### src/batlvl_pkg.sv
// shared types, constants and register map of the battery level block
package batlvl_pkg;

    // field widths
    localparam int SAMPLE_W = 12;
    localparam int MV_W     = 16;
    localparam int PCT_W    = 7;
    localparam int SCNT_W   = 5;
    localparam int VREF_W   = 13;
    localparam int RATIO_W  = 5;

    // shared divider widths: widest numerator is average times vref
    localparam int DIV_W = SAMPLE_W + VREF_W;
    localparam int DEN_W = 16;

    localparam int MAX_SAMPLES_DEF = 16;

    // apb port
    localparam int APB_DW = 32;
    localparam int APB_AW = 5;

    // register indexes (paddr[4:2])
    localparam logic [2:0] REG_SAMPLE_COUNT   = 3'd0;
    localparam logic [2:0] REG_VREF_MV        = 3'd1;
    localparam logic [2:0] REG_ADC_FULL_SCALE = 3'd2;
    localparam logic [2:0] REG_DIVIDER_RATIO  = 3'd3;
    localparam logic [2:0] REG_FULL_MV        = 3'd4;
    localparam logic [2:0] REG_EMPTY_MV       = 3'd5;

    // reset values
    localparam logic [SCNT_W-1:0]   RST_SAMPLE_COUNT   = 5'd8;
    localparam logic [VREF_W-1:0]   RST_VREF_MV        = 13'd3300;
    localparam logic [SAMPLE_W-1:0] RST_ADC_FULL_SCALE = 12'd4095;
    localparam logic [RATIO_W-1:0]  RST_DIVIDER_RATIO  = 5'd2;
    localparam logic [MV_W-1:0]     RST_FULL_MV        = 16'd4200;
    localparam logic [MV_W-1:0]     RST_EMPTY_MV       = 16'd3000;

    localparam logic [PCT_W-1:0] PCT_FULL  = 7'd100;
    localparam logic [PCT_W-1:0] PCT_EMPTY = 7'd0;

    typedef struct packed {
        logic [SCNT_W-1:0]   sample_count;
        logic [VREF_W-1:0]   vref_mv;
        logic [SAMPLE_W-1:0] adc_full_scale;
        logic [RATIO_W-1:0]  divider_ratio;
        logic [MV_W-1:0]     full_mv;
        logic [MV_W-1:0]     empty_mv;
    } t_cfg;

    typedef struct packed {
        logic             start;
        logic [DIV_W-1:0] num;
        logic [DEN_W-1:0] den;
    } t_div_req;

    typedef struct packed {
        logic             done;
        logic [DIV_W-1:0] quo;
    } t_div_rsp;

endpackage

### src/batlvl_in_if.sv
// input channel: one adc conversion per beat
interface batlvl_in_if;
    logic                                 valid;
    logic                                 ready;
    logic [batlvl_pkg::SAMPLE_W-1:0]      sample;
    logic                                 sample_ok;

    modport source (output valid, output sample, output sample_ok, input ready);
    modport sink   (input valid, input sample, input sample_ok, output ready);
endinterface

### src/batlvl_out_if.sv
// output channel: one battery level result per beat
interface batlvl_out_if;
    logic                             valid;
    logic                             ready;
    logic [batlvl_pkg::SAMPLE_W-1:0]  raw_average;
    logic                             none_valid;
    logic [batlvl_pkg::MV_W-1:0]      battery_mv;
    logic [batlvl_pkg::PCT_W-1:0]     percent;

    modport source (output valid, output raw_average, output none_valid,
                    output battery_mv, output percent, input ready);
    modport sink   (input valid, input raw_average, input none_valid,
                    input battery_mv, input percent, output ready);
endinterface

### src/batlvl_regs.sv
// apb configuration registers
module batlvl_regs (
    input  logic                            i_clk,
    input  logic                            i_rst_n,
    input  logic                            psel,
    input  logic                            penable,
    input  logic                            pwrite,
    input  logic [batlvl_pkg::APB_AW-1:0]   paddr,
    input  logic [batlvl_pkg::APB_DW-1:0]   pwdata,
    output logic [batlvl_pkg::APB_DW-1:0]   prdata,
    output logic                            pready,
    output batlvl_pkg::t_cfg                o_cfg
);

    batlvl_pkg::t_cfg r_cfg;
    logic [2:0]       w_idx;
    logic             w_wr;

    assign pready = 1'b1;
    assign w_idx  = paddr[4:2];
    assign w_wr   = psel & penable & pwrite;
    assign o_cfg  = r_cfg;

    always_ff @(posedge i_clk) begin
        if (!i_rst_n) begin
            r_cfg.sample_count   <= batlvl_pkg::RST_SAMPLE_COUNT;
            r_cfg.vref_mv        <= batlvl_pkg::RST_VREF_MV;
            r_cfg.adc_full_scale <= batlvl_pkg::RST_ADC_FULL_SCALE;
            r_cfg.divider_ratio  <= batlvl_pkg::RST_DIVIDER_RATIO;
            r_cfg.full_mv        <= batlvl_pkg::RST_FULL_MV;
            r_cfg.empty_mv       <= batlvl_pkg::RST_EMPTY_MV;
        end else if (w_wr) begin
            case (w_idx)
                batlvl_pkg::REG_SAMPLE_COUNT: begin
                    r_cfg.sample_count <= pwdata[batlvl_pkg::SCNT_W-1:0];
                end
                batlvl_pkg::REG_VREF_MV: begin
                    r_cfg.vref_mv <= pwdata[batlvl_pkg::VREF_W-1:0];
                end
                batlvl_pkg::REG_ADC_FULL_SCALE: begin
                    r_cfg.adc_full_scale <= pwdata[batlvl_pkg::SAMPLE_W-1:0];
                end
                batlvl_pkg::REG_DIVIDER_RATIO: begin
                    r_cfg.divider_ratio <= pwdata[batlvl_pkg::RATIO_W-1:0];
                end
                batlvl_pkg::REG_FULL_MV: begin
                    r_cfg.full_mv <= pwdata[batlvl_pkg::MV_W-1:0];
                end
                batlvl_pkg::REG_EMPTY_MV: begin
                    r_cfg.empty_mv <= pwdata[batlvl_pkg::MV_W-1:0];
                end
                default: begin
                end
            endcase
        end
    end

    always_comb begin
        prdata = '0;
        case (w_idx)
            batlvl_pkg::REG_SAMPLE_COUNT:
                prdata = batlvl_pkg::APB_DW'(r_cfg.sample_count);
            batlvl_pkg::REG_VREF_MV:
                prdata = batlvl_pkg::APB_DW'(r_cfg.vref_mv);
            batlvl_pkg::REG_ADC_FULL_SCALE:
                prdata = batlvl_pkg::APB_DW'(r_cfg.adc_full_scale);
            batlvl_pkg::REG_DIVIDER_RATIO:
                prdata = batlvl_pkg::APB_DW'(r_cfg.divider_ratio);
            batlvl_pkg::REG_FULL_MV:
                prdata = batlvl_pkg::APB_DW'(r_cfg.full_mv);
            batlvl_pkg::REG_EMPTY_MV:
                prdata = batlvl_pkg::APB_DW'(r_cfg.empty_mv);
            default:
                prdata = '0;
        endcase
    end

endmodule

### src/batlvl_div.sv
// shared restoring divider, one quotient bit per cycle
module batlvl_div (
    input  logic                  i_clk,
    input  logic                  i_rst_n,
    input  batlvl_pkg::t_div_req  i_req,
    output batlvl_pkg::t_div_rsp  o_rsp
);

    localparam int DIV_W = batlvl_pkg::DIV_W;
    localparam int DEN_W = batlvl_pkg::DEN_W;
    localparam int CNT_W = $clog2(DIV_W + 1);

    logic [DIV_W-1:0] r_quo;
    logic [DEN_W-1:0] r_rem;
    logic [DEN_W-1:0] r_den;
    logic [CNT_W-1:0] r_cnt;
    logic             r_busy;
    logic             r_done;

    logic [DEN_W:0]   w_trial;
    logic             w_ge;
    logic [DEN_W:0]   w_diff;

    assign w_trial = {r_rem, r_quo[DIV_W-1]};
    assign w_ge    = (w_trial >= {1'b0, r_den});
    assign w_diff  = w_trial - {1'b0, r_den};

    always_ff @(posedge i_clk) begin
        if (!i_rst_n) begin
            r_busy <= 1'b0;
            r_done <= 1'b0;
            r_cnt  <= '0;
        end else begin
            r_done <= r_busy && (r_cnt == CNT_W'(1));
            if (i_req.start) begin
                r_quo  <= i_req.num;
                r_den  <= i_req.den;
                r_rem  <= '0;
                r_cnt  <= CNT_W'(DIV_W);
                r_busy <= 1'b1;
            end else if (r_busy) begin
                // remainder stays below the divisor, so it fits den width
                r_rem  <= w_ge ? w_diff[DEN_W-1:0] : w_trial[DEN_W-1:0];
                r_quo  <= {r_quo[DIV_W-2:0], w_ge};
                r_cnt  <= r_cnt - CNT_W'(1);
                r_busy <= (r_cnt != CNT_W'(1));
            end
        end
    end

    assign o_rsp.done = r_done;
    assign o_rsp.quo  = r_quo;

endmodule

### src/battery_level_from_adc_burst_top.sv
// battery level from an adc burst: accumulator, sequencer and output register
// non-final beats of a burst are taken one per cycle and give no result
// the final beat of a burst starts the computation of its result:
// up to three 25-step divisions (mean, pin voltage, percent) on the one shared divider
// input ready is low from the final beat until the result is loaded into the output register
// synchronous active-low reset restores register defaults and clears the burst accumulators
module battery_level_from_adc_burst_top #(
    parameter int MAX_SAMPLES = batlvl_pkg::MAX_SAMPLES_DEF
) (
    input  logic                            i_clk,
    input  logic                            i_rst_n,
    batlvl_in_if.sink                       i_in,
    batlvl_out_if.source                    o_out,
    input  logic                            psel,
    input  logic                            penable,
    input  logic                            pwrite,
    input  logic [batlvl_pkg::APB_AW-1:0]   paddr,
    input  logic [batlvl_pkg::APB_DW-1:0]   pwdata,
    output logic [batlvl_pkg::APB_DW-1:0]   prdata,
    output logic                            pready
);

    localparam int SAMPLE_W = batlvl_pkg::SAMPLE_W;
    localparam int MV_W     = batlvl_pkg::MV_W;
    localparam int PCT_W    = batlvl_pkg::PCT_W;
    localparam int DIV_W    = batlvl_pkg::DIV_W;
    localparam int DEN_W    = batlvl_pkg::DEN_W;
    localparam int SCNT_W   = batlvl_pkg::SCNT_W;
    // accumulator holds a full burst of maximum codes
    localparam int SUM_W    = $clog2(4095 * MAX_SAMPLES + 1);
    localparam int CNT_W    = $clog2(MAX_SAMPLES + 1);
    localparam int LEN_W    = (CNT_W > SCNT_W) ? CNT_W : SCNT_W;

    typedef enum logic [2:0] {
        S_IDLE,
        S_DIV_AVG,
        S_MUL_PIN,
        S_DIV_PIN,
        S_MUL_MV,
        S_PCT,
        S_DIV_PCT,
        S_OUT
    } t_state;

    batlvl_pkg::t_cfg     w_cfg;
    batlvl_pkg::t_div_rsp w_div_rsp;

    // control
    t_state               r_state, n_state;
    logic [SUM_W-1:0]     r_sum, n_sum;
    logic [CNT_W-1:0]     r_seen, n_seen;
    logic [CNT_W-1:0]     r_good, n_good;
    batlvl_pkg::t_div_req r_div_req, n_div_req;
    logic                 r_out_valid, n_out_valid;

    // datapath
    logic [SAMPLE_W-1:0]  r_avg, n_avg;
    logic                 r_none, n_none;
    logic [DIV_W-1:0]     r_pin, n_pin;
    logic [MV_W-1:0]      r_mv, n_mv;
    logic [PCT_W-1:0]     r_pct, n_pct;
    logic [SAMPLE_W-1:0]  r_out_avg, n_out_avg;
    logic                 r_out_none, n_out_none;
    logic [MV_W-1:0]      r_out_mv, n_out_mv;
    logic [PCT_W-1:0]     r_out_pct, n_out_pct;

    // burst bookkeeping
    logic                 w_accept;
    logic [SUM_W-1:0]     w_sum_next;
    logic [CNT_W-1:0]     w_seen_next;
    logic [CNT_W-1:0]     w_good_next;
    logic [LEN_W-1:0]     w_sc_ext;
    logic [LEN_W-1:0]     w_len;
    logic                 w_last;

    // arithmetic feeding the divider
    logic [SAMPLE_W-1:0]  w_scale;
    logic [DIV_W-1:0]     w_prod_pin;
    logic [DIV_W-1:0]     w_prod_mv;
    logic [MV_W-1:0]      w_span;
    logic [MV_W-1:0]      w_over;
    logic [DIV_W-1:0]     w_pct_num;

    batlvl_regs u_regs (
        .i_clk   (i_clk),
        .i_rst_n (i_rst_n),
        .psel    (psel),
        .penable (penable),
        .pwrite  (pwrite),
        .paddr   (paddr),
        .pwdata  (pwdata),
        .prdata  (prdata),
        .pready  (pready),
        .o_cfg   (w_cfg)
    );

    batlvl_div u_div (
        .i_clk   (i_clk),
        .i_rst_n (i_rst_n),
        .i_req   (r_div_req),
        .o_rsp   (w_div_rsp)
    );

    // input side: one beat per cycle while the sequencer is idle
    assign i_in.ready = (r_state == S_IDLE);
    assign w_accept   = i_in.valid & i_in.ready;

    assign w_sum_next  = r_sum + (i_in.sample_ok ? SUM_W'(i_in.sample) : '0);
    assign w_good_next = r_good + (i_in.sample_ok ? CNT_W'(1) : '0);
    assign w_seen_next = r_seen + CNT_W'(1);

    // effective burst length: zero acts as one, clipped to the maximum
    assign w_sc_ext = LEN_W'(w_cfg.sample_count);
    always_comb begin
        if (w_sc_ext == '0) begin
            w_len = LEN_W'(1);
        end else if (w_sc_ext > LEN_W'(MAX_SAMPLES)) begin
            w_len = LEN_W'(MAX_SAMPLES);
        end else begin
            w_len = w_sc_ext;
        end
    end
    // a shortened length mid-burst ends the burst at once
    assign w_last = (LEN_W'(w_seen_next) >= w_len);

    // zero full scale acts as one
    assign w_scale    = (w_cfg.adc_full_scale == '0) ? SAMPLE_W'(1)
                                                     : w_cfg.adc_full_scale;
    assign w_prod_pin = DIV_W'(r_avg) * DIV_W'(w_cfg.vref_mv);
    assign w_prod_mv  = r_pin * DIV_W'(w_cfg.divider_ratio);
    assign w_span     = w_cfg.full_mv - w_cfg.empty_mv;
    assign w_over     = r_mv - w_cfg.empty_mv;
    assign w_pct_num  = DIV_W'(w_over) * DIV_W'(batlvl_pkg::PCT_FULL);

    always_comb begin
        n_state     = r_state;
        n_sum       = r_sum;
        n_seen      = r_seen;
        n_good      = r_good;
        n_div_req   = r_div_req;
        n_out_valid = r_out_valid;
        n_avg       = r_avg;
        n_none      = r_none;
        n_pin       = r_pin;
        n_mv        = r_mv;
        n_pct       = r_pct;
        n_out_avg   = r_out_avg;
        n_out_none  = r_out_none;
        n_out_mv    = r_out_mv;
        n_out_pct   = r_out_pct;

        // start is a one-cycle pulse
        n_div_req.start = 1'b0;

        // result taken downstream
        if (r_out_valid && o_out.ready) begin
            n_out_valid = 1'b0;
        end

        case (r_state)
            S_IDLE: begin
                if (w_accept) begin
                    if (w_last) begin
                        n_sum  = '0;
                        n_seen = '0;
                        n_good = '0;
                        n_none = (w_good_next == '0);
                        if (w_good_next == '0) begin
                            n_avg   = '0;
                            n_state = S_MUL_PIN;
                        end else begin
                            n_div_req.start = 1'b1;
                            n_div_req.num   = DIV_W'(w_sum_next);
                            n_div_req.den   = DEN_W'(w_good_next);
                            n_state         = S_DIV_AVG;
                        end
                    end else begin
                        n_sum  = w_sum_next;
                        n_seen = w_seen_next;
                        n_good = w_good_next;
                    end
                end
            end
            S_DIV_AVG: begin
                if (w_div_rsp.done) begin
                    n_avg   = w_div_rsp.quo[SAMPLE_W-1:0];
                    n_state = S_MUL_PIN;
                end
            end
            S_MUL_PIN: begin
                // product lands in the divider's dividend register
                n_div_req.start = 1'b1;
                n_div_req.num   = w_prod_pin;
                n_div_req.den   = DEN_W'(w_scale);
                n_state         = S_DIV_PIN;
            end
            S_DIV_PIN: begin
                if (w_div_rsp.done) begin
                    n_pin   = w_div_rsp.quo;
                    n_state = S_MUL_MV;
                end
            end
            S_MUL_MV: begin
                n_mv    = w_prod_mv[MV_W-1:0];
                n_state = S_PCT;
            end
            S_PCT: begin
                // full limit wins over empty when the limits are out of order
                if (r_mv >= w_cfg.full_mv) begin
                    n_pct   = batlvl_pkg::PCT_FULL;
                    n_state = S_OUT;
                end else if (r_mv <= w_cfg.empty_mv) begin
                    n_pct   = batlvl_pkg::PCT_EMPTY;
                    n_state = S_OUT;
                end else begin
                    n_div_req.start = 1'b1;
                    n_div_req.num   = w_pct_num;
                    n_div_req.den   = w_span;
                    n_state         = S_DIV_PCT;
                end
            end
            S_DIV_PCT: begin
                if (w_div_rsp.done) begin
                    n_pct   = w_div_rsp.quo[PCT_W-1:0];
                    n_state = S_OUT;
                end
            end
            S_OUT: begin
                // load once the output register is free or being drained
                if (!r_out_valid || o_out.ready) begin
                    n_out_valid = 1'b1;
                    n_out_avg   = r_avg;
                    n_out_none  = r_none;
                    n_out_mv    = r_mv;
                    n_out_pct   = r_pct;
                    n_state     = S_IDLE;
                end
            end
            default: begin
                n_state = S_IDLE;
            end
        endcase
    end

    always_ff @(posedge i_clk) begin
        if (!i_rst_n) begin
            r_state         <= S_IDLE;
            r_sum           <= '0;
            r_seen          <= '0;
            r_good          <= '0;
            r_div_req.start <= 1'b0;
            r_out_valid     <= 1'b0;
        end else begin
            r_state     <= n_state;
            r_sum       <= n_sum;
            r_seen      <= n_seen;
            r_good      <= n_good;
            r_div_req   <= n_div_req;
            r_out_valid <= n_out_valid;
            r_avg       <= n_avg;
            r_none      <= n_none;
            r_pin       <= n_pin;
            r_mv        <= n_mv;
            r_pct       <= n_pct;
            r_out_avg   <= n_out_avg;
            r_out_none  <= n_out_none;
            r_out_mv    <= n_out_mv;
            r_out_pct   <= n_out_pct;
        end
    end

    assign o_out.valid       = r_out_valid;
    assign o_out.raw_average = r_out_avg;
    assign o_out.none_valid  = r_out_none;
    assign o_out.battery_mv  = r_out_mv;
    assign o_out.percent     = r_out_pct;

endmodule

### src/flat_wrapper.sv
// flat-port wrapper written by rule: the top's interface ports become plain ports
module battery_level_from_adc_burst_top_flat 
#(
    parameter int MAX_SAMPLES = batlvl_pkg::MAX_SAMPLES_DEF
)
  (i_clk, i_rst_n, psel, penable, pwrite, paddr, pwdata, prdata, pready, i_in_valid, i_in_sample, i_in_sample_ok, i_in_ready, o_out_valid, o_out_raw_average, o_out_none_valid, o_out_battery_mv, o_out_percent, o_out_ready);
  batlvl_in_if i_in_i ();
  batlvl_out_if o_out_i ();
  input  logic i_clk;
  input  logic i_rst_n;
  input  logic psel;
  input  logic penable;
  input  logic pwrite;
  input  logic [batlvl_pkg::APB_AW-1:0] paddr;
  input  logic [batlvl_pkg::APB_DW-1:0] pwdata;
  output logic [batlvl_pkg::APB_DW-1:0] prdata;
  output logic pready;
  input wire logic [$bits(i_in_i.valid)-1:0] i_in_valid;
  input wire logic [$bits(i_in_i.sample)-1:0] i_in_sample;
  input wire logic [$bits(i_in_i.sample_ok)-1:0] i_in_sample_ok;
  output wire logic [$bits(i_in_i.ready)-1:0] i_in_ready;
  output wire logic [$bits(o_out_i.valid)-1:0] o_out_valid;
  output wire logic [$bits(o_out_i.raw_average)-1:0] o_out_raw_average;
  output wire logic [$bits(o_out_i.none_valid)-1:0] o_out_none_valid;
  output wire logic [$bits(o_out_i.battery_mv)-1:0] o_out_battery_mv;
  output wire logic [$bits(o_out_i.percent)-1:0] o_out_percent;
  input wire logic [$bits(o_out_i.ready)-1:0] o_out_ready;
  assign i_in_i.valid = i_in_valid;
  assign i_in_i.sample = i_in_sample;
  assign i_in_i.sample_ok = i_in_sample_ok;
  assign i_in_ready = i_in_i.ready;
  assign o_out_valid = o_out_i.valid;
  assign o_out_raw_average = o_out_i.raw_average;
  assign o_out_none_valid = o_out_i.none_valid;
  assign o_out_battery_mv = o_out_i.battery_mv;
  assign o_out_percent = o_out_i.percent;
  assign o_out_i.ready = o_out_ready;
  battery_level_from_adc_burst_top #(.MAX_SAMPLES(MAX_SAMPLES)) u_core (.i_clk(i_clk), .i_rst_n(i_rst_n), .i_in(i_in_i), .o_out(o_out_i), .psel(psel), .penable(penable), .pwrite(pwrite), .paddr(paddr), .pwdata(pwdata), .prdata(prdata), .pready(pready));
endmodule
### config.mk
export PLATFORM = sky130hd
export DESIGN_NAME = battery_level_from_adc_burst_top_flat
export DESIGN_NICKNAME = d
export VERILOG_FILES = /design/src/batlvl_pkg.sv /design/src/batlvl_in_if.sv /design/src/batlvl_out_if.sv /design/src/batlvl_regs.sv /design/src/batlvl_div.sv /design/src/battery_level_from_adc_burst_top.sv /design/src/flat_wrapper.sv
export SDC_FILE = /design/constraint.sdc
export NUM_CORES = 1
export LEC_CHECK = 0
export ABC_AREA = 1
export ABC_CLOCK_PERIOD_IN_PS = 9700
export BUFFER_PORTS_ARGS = -buffer_cell sky130_fd_sc_hd__buf_2
export CAP_MARGIN = 40
export CORE_AREA = 2 2 263 265
export DETAILED_ROUTE_END_ITERATION = 10
export DIE_AREA = 0 0 265 267
export HOLD_SLACK_MARGIN = 0.15
export PLACE_DENSITY_LB_ADDON = 0.15
export SYNTH_ARGS = -nofsm -noshare
export SYNTH_HDL_FRONTEND = slang
export SYNTH_SLANG_ARGS = --single-unit
export TNS_END_PERCENT = 10
### constraint.sdc
create_clock -name i_clk -period 9.7 [get_ports i_clk]
set_clock_uncertainty 0.2 [all_clocks]
set_input_delay 0.485 -clock i_clk [delete_from_list [all_inputs] [get_ports i_clk]]
set_output_delay 0.485 -clock i_clk [all_outputs]
set_load 0.01 [all_outputs]
## Yosys cells after proc, flatten, opt, wreduce, memory -nomap -nowiden

Index checks and enable logic that the tools add are counted.

| word-level totals | value |
|---|---|
| input bits | 57 |
| output and inout port bits | 71 |
| register bits | 300 |
| logic and storage cells | 150 |

| cells by class | value |
|---|---|
| multipliers | 3 |
| magnitude comparators | 5 |
| add/subtract/negate cells | 7 |
| mux-type cells | 45 |
| bitwise logic cells | 4 |
| eq/ne operators | 25 |
| reduce and logical (&&, ||, !) cells | 31 |

Operator list:

| operator | number |
|---|---|
| 2-to-1 mux 42 bit | 5 |
| case mux 42 bit (3 select lines) | 1 |
| case mux 16 bit (6 select lines) | 1 |
| 2-to-1 mux 12 bit | 6 |
| 2-to-1 mux 25 bit | 2 |
| 2-to-1 mux 16 bit | 3 |
| subtractor 16 bit | 3 |
| 2-to-1 mux 5 bit | 6 |
| multiplier 12 x 13 -> 25 bit | 1 |
| multiplier 25 x 5 -> 16 bit | 1 |
| case mux 12 bit (2 select lines) | 1 |
| case mux 3 bit (8 select lines) | 1 |
| multiplier 16 x 5 -> 21 bit, second input constant | 1 |
| 2-to-1 mux 3 bit | 7 |
| 2-to-1 mux 7 bit | 3 |
| AND reduction 2 bit | 10 |
| == test 3 bit, second input constant | 6 |
| != test 2 bit, second input constant | 9 |
| >= comparator 17 x 16 -> 1 bit | 1 |
| adder 16 bit | 1 |
| >= comparator 16 bit | 1 |
| less-or-equal comparator 16 bit | 1 |
| case mux 7 bit (2 select lines) | 1 |
| == test 3 x 2 -> 1 bit, second input constant | 4 |
| other kinds (27) | 44 |

## Longest topological paths before layout

| depth | value |
|---|---|
| depth in word-level cells | 7 |
| gate-level depth with buffers | 25 |
| gate-level depth less buffers | 25 |

## Hierarchy

From an unflattened synthesis, not the netlist that was laid out.

| unflattened totals | value |
|---|---|
| cells, all modules | 3225 |
| area total of the unflattened synthesis | 24958.9 µm² |

By module, submodules not included:

| module | sequential area each (µm²) | area an instance (µm²) | instances | cells each |
|---|---|---|---|---|
| battery_level_from_adc_burst_top | 4494.3 | 17605.6 | 1 | 2207 |
| batlvl_div | 1851.8 | 3880.0 | 1 | 487 |
| batlvl_regs | 1341.3 | 3473.3 | 1 | 531 |

## Least setup slack after synthesis

Ideal clock, no wire load.

| timing path | value |
|---|---|
| path kind | register to register |
| start point | register u_core.r_avg[3] |
| end point | register u_core.r_div_req[33] (netlist bit) (data pin) |
| required time | 9.248 ns |
| clock period less this slack | 4.976 ns |
| path buffers | 1 |
| library setup time | 0.252 ns |
| stages on the path, launching flop included | 20 |
| path slack | 4.724 ns |
| data arrival time | 4.524 ns |
| cell sequence | edfxtp_1 -> clkbuf_1 -> nand2_1 -> fa_1 -> fa_1 -> fa_1 -> inv_1 -> fa_1 -> inv_1 -> fa_1 -> inv_1 -> ha_1 -> a21oi_1 -> o21ai_0 -> a21oi_1 -> nand2_1 -> a21boi_0 -> nand2_1 -> nand2_1 -> nand2_1 |

RTL lines:

| element | RTL line | RTL |
|---|---|---|
| from (decl) | battery_level_from_adc_burst_top.sv:57 | `logic [SAMPLE_W-1:0] r_avg, n_avg;` |
| from (signal assigned) | battery_level_from_adc_burst_top.sv:260 | `r_avg <= n_avg;` |
| to (signal assigned) | battery_level_from_adc_burst_top.sv:258 | `r_div_req <= n_div_req;` |
| to (decl) | battery_level_from_adc_burst_top.sv:53 | `batlvl_pkg::t_div_req r_div_req, n_div_req;` |

==> impl_metrics.py <==
metrics = {
    "synth": {
        "synth_top_family_by_area": "adder cells",
        "synthMuxAreaShare_pct": 0,
        "synth_fa_ha_area_share_pct": 25.11,
        "synth-main-ff-cell": "edfxtp_1",
        "syn_avg_cell_area_um2": 8.253,
        "syn_inst": 2862,
        "yosys_warnings": 0,
        "synth_cell_types": 52,
        "ys_async_sr_fraction_pct": 0,
        "netlist_area_mm2": 0.02362,
        "synth-simple-area-share_pct": 16.92,
        "synth_compound_area_share_pct": 11.37,
        "synth_xor_area_share_pct": 3.263,
        "synth_edf_count": 186,
        "yosys_register_bits": 291,
        "ys_seq_area_share_pct": 32.55,
    },
    "layout": {
        "area.sequential_mm2": 0.007687,
        "layout_common_cells": "nand2_1 (664), inv_1 (547), ha_1 (218)",
        "fillCellCount": 6896,
        "area_growth_pct": 11.29,
        "fin_nets": 3384,
        "final_common_cell": "nand2_1",
        "utilization_pct": 38.67,
        "largest_reg_flops": 67,
        "diodes": 0,
        "drive_gt1_share_pct": 6.651,
        "instances_no_fill": 3859,
        "multi_input_area_mm2": 0.01349,
    },
    "placed_design": {
        "post-place-ws_ps": 3909,
        "io_buffers": 92,
        "dp_cells": 3776,
        "hpwl_um": 56140,
        "gp_congestion": 0.9159,
    },
    "drt": {
        "wl_per_cell_um": 18.16,
        "antenna_left": 0,
        "wirelength_um": 70100,
        "drtPass1Iterations": 6,
        "viasPerCell": 4.969,
        "drc": 0,
        "routed-via-count": 19180,
        "first_iter_violations": 1443,
    },
    "clock_network": {
        "hold_buffers": 17,
        "cts_num_sinks": 291,
        "cts_resized": 0,
        "cts_tree": "yes",
        "clock_latency_ps": 560,
        "h-tree-depth": 2,
        "postCtsSetupBuffers": 0,
        "clkTransAtPathRegs_ps": 60,
        "numCtsBuffers": 36,
        "cts_buffer_depth": 3,
        "cts_root_buf": "clkbuf_16",
    },
    "sta": {
        "layout_setup_ws_ps": 3850,
        "maxSlewHeadroom_pct": 35.68,
        "finalCritPeriodShare_pct": 60.31,
        "setup_tns_ps": 0,
        "hold_viol_final": 0,
        "rsz0062_at_grt": "false",
        "fin_crit_ps": 5850,
        "report.final.setup_viol": 0,
        "worst_slew_pin_slew_ps": 963.5,
        "max_clock_freq_mhz": 170.9,
        "drv_slew": 0,
    },
    "setup_path": {
        "start_kind": "flip-flop",
        "crit_fanout": 14,
        "crit_required_ps": 9790,
        "crit_arrival_ps": 5940,
        "path_class": "flip-flop to flip-flop",
        "endpoint_kind": "flip-flop",
    },
    "floorplanning": {
        "die_x_um": 265,
        "start_util_pct": 34.74,
        "io_pins": 128,
        "die_area_mm2": 0.07076,
        "num_rows": 96,
        "die_height_um": 267,
        "core_area_mm2": 0.06799,
    },
    "power": {
        "cellLeakagePower_nw": 12.95,
        "powerDensity_mw_per_mm2": 199.4,
        "ir_drop_mv": 0.1592,
    },
    "global_route": {
        "grt_antenna_before_repair": 1,
        "grt_pass1_wl_um": 108200,
        "grt_max_degree": 63,
        "grt_overflow": 0,
        "grt_pass1_vias": 19120,
        "track_usage_pct": 19.89,
    },
    "outcome": {
        "outcome": "finished clean",
    },
    "flow_run": {
        "maxCapViolCount": 0,
    },
    "worst_hold_path": {
        "hp-class": "flip-flop to flip-flop",
    },
}
where the power goes:
part / leakage, nW / internal (W) / switching, W
Clock: 0.555 / 0.000737 / 0.000550
Combinational: 9.85 / 0.000825 / 0.00159
Sequential: 2.54 / 0.00146 / 0.0000809
Total: 13.0 / 0.00302 / 0.00222
final cells by class:
cell class                 count  share of cell area (%)
clock buffer                  50                   3.855
clock inverter                16                  0.4188
inverter                     550                   7.853
multi-input combinational   1938                   51.30
sequential                   291                   29.24
tap                          882                   4.198
timing repair buffer         132                   3.132
routing by layer:
layer / share of wire [%] / GRT usage (%) / vias to the layer above
li1: - / - / 9346
met2: 47 / 33.73 / 546
met5: 0.019 / 0 / -
met4: 3.3 / 6.138 / 2
met3: 5.5 / 2.906 / 112
met1: 45 / 26.19 / 9169
synth_stat cells, drive strengths merged, types with 3 or more instances:
cell,number,area (µm²)
a21boi,7,52.55
a21o,14,105.1
a21oi,209,1054
a221o,7,70.07
a22oi,5,37.54
a31o,3,26.28
a31oi,10,62.56
buf,35,239.0
clkbuf,63,236.5
dfxtp,105,2102
edfxtp,186,5585
fa,160,3203
ha,218,2728
inv,549,2061
nand2,669,2524
nand3,98,490.5
nand3b,8,60.06
nand4,17,106.4
nor2,154,610.6
nor3,23,137.6
nor4,4,25.02
o211ai,26,195.2
o21ai,147,743.2
o21bai,11,82.58
o22ai,22,137.6
o31ai,4,30.03
or2,4,25.02
xnor2,30,262.8
xor2,58,508.0
critical path, stage by stage (launching register included):
cell and delay, ps:
dfxtp_1 950, nand2_1 220, fa_1 600, inv_1 60, fa_1 550, fa_1 430, fa_1 490, inv_1 50
fa_1 490, inv_1 60, ha_1 340, a21oi_1 260, o21ai_0 140, a21oi_1 120, nand2_1 130, nand3b_1 140
nand3_1 80, nand3_1 160, o21ai_0 130
per-stage QoR:
stage	power, W	hold slack, ps	area (µm²)
after floorplan	0.003272	200.3	23680
after global placement	0.003963	202.9	24970
after detailed placement	0.003980	204.5	24990
after CTS	0.005304	219.0	26290
after global routing	0.005709	226.8	26290
final	0.005241	217.5	26290
logic make-up (layout without fill, tap and decap cells):
logic type,Yosys count,in the layout
AO/OA/AOI/OAI,475,475
XOR/XNOR,88,88
adder cells (fa/ha/maj),378,378
buffers and inverters,648,748
flip-flops,291,291
other,2,17
AND/OR/NAND/NOR,980,980
worst paths after layout:
kind,start,end,slack (ps),depth (start not counted)
min reg2reg,u_core.r_div_req[4],u_core.u_div.r_den[4],220,0
min,u_core.r_div_req[4],u_core.u_div.r_den[4],220,0
max reg2reg,u_core.u_regs.o_cfg[55],u_core.r_div_req[37],3850,18
max,u_core.u_regs.o_cfg[55],u_core.r_div_req[37],3850,18
No activity file was read; power rests on OpenSTA's default activity.
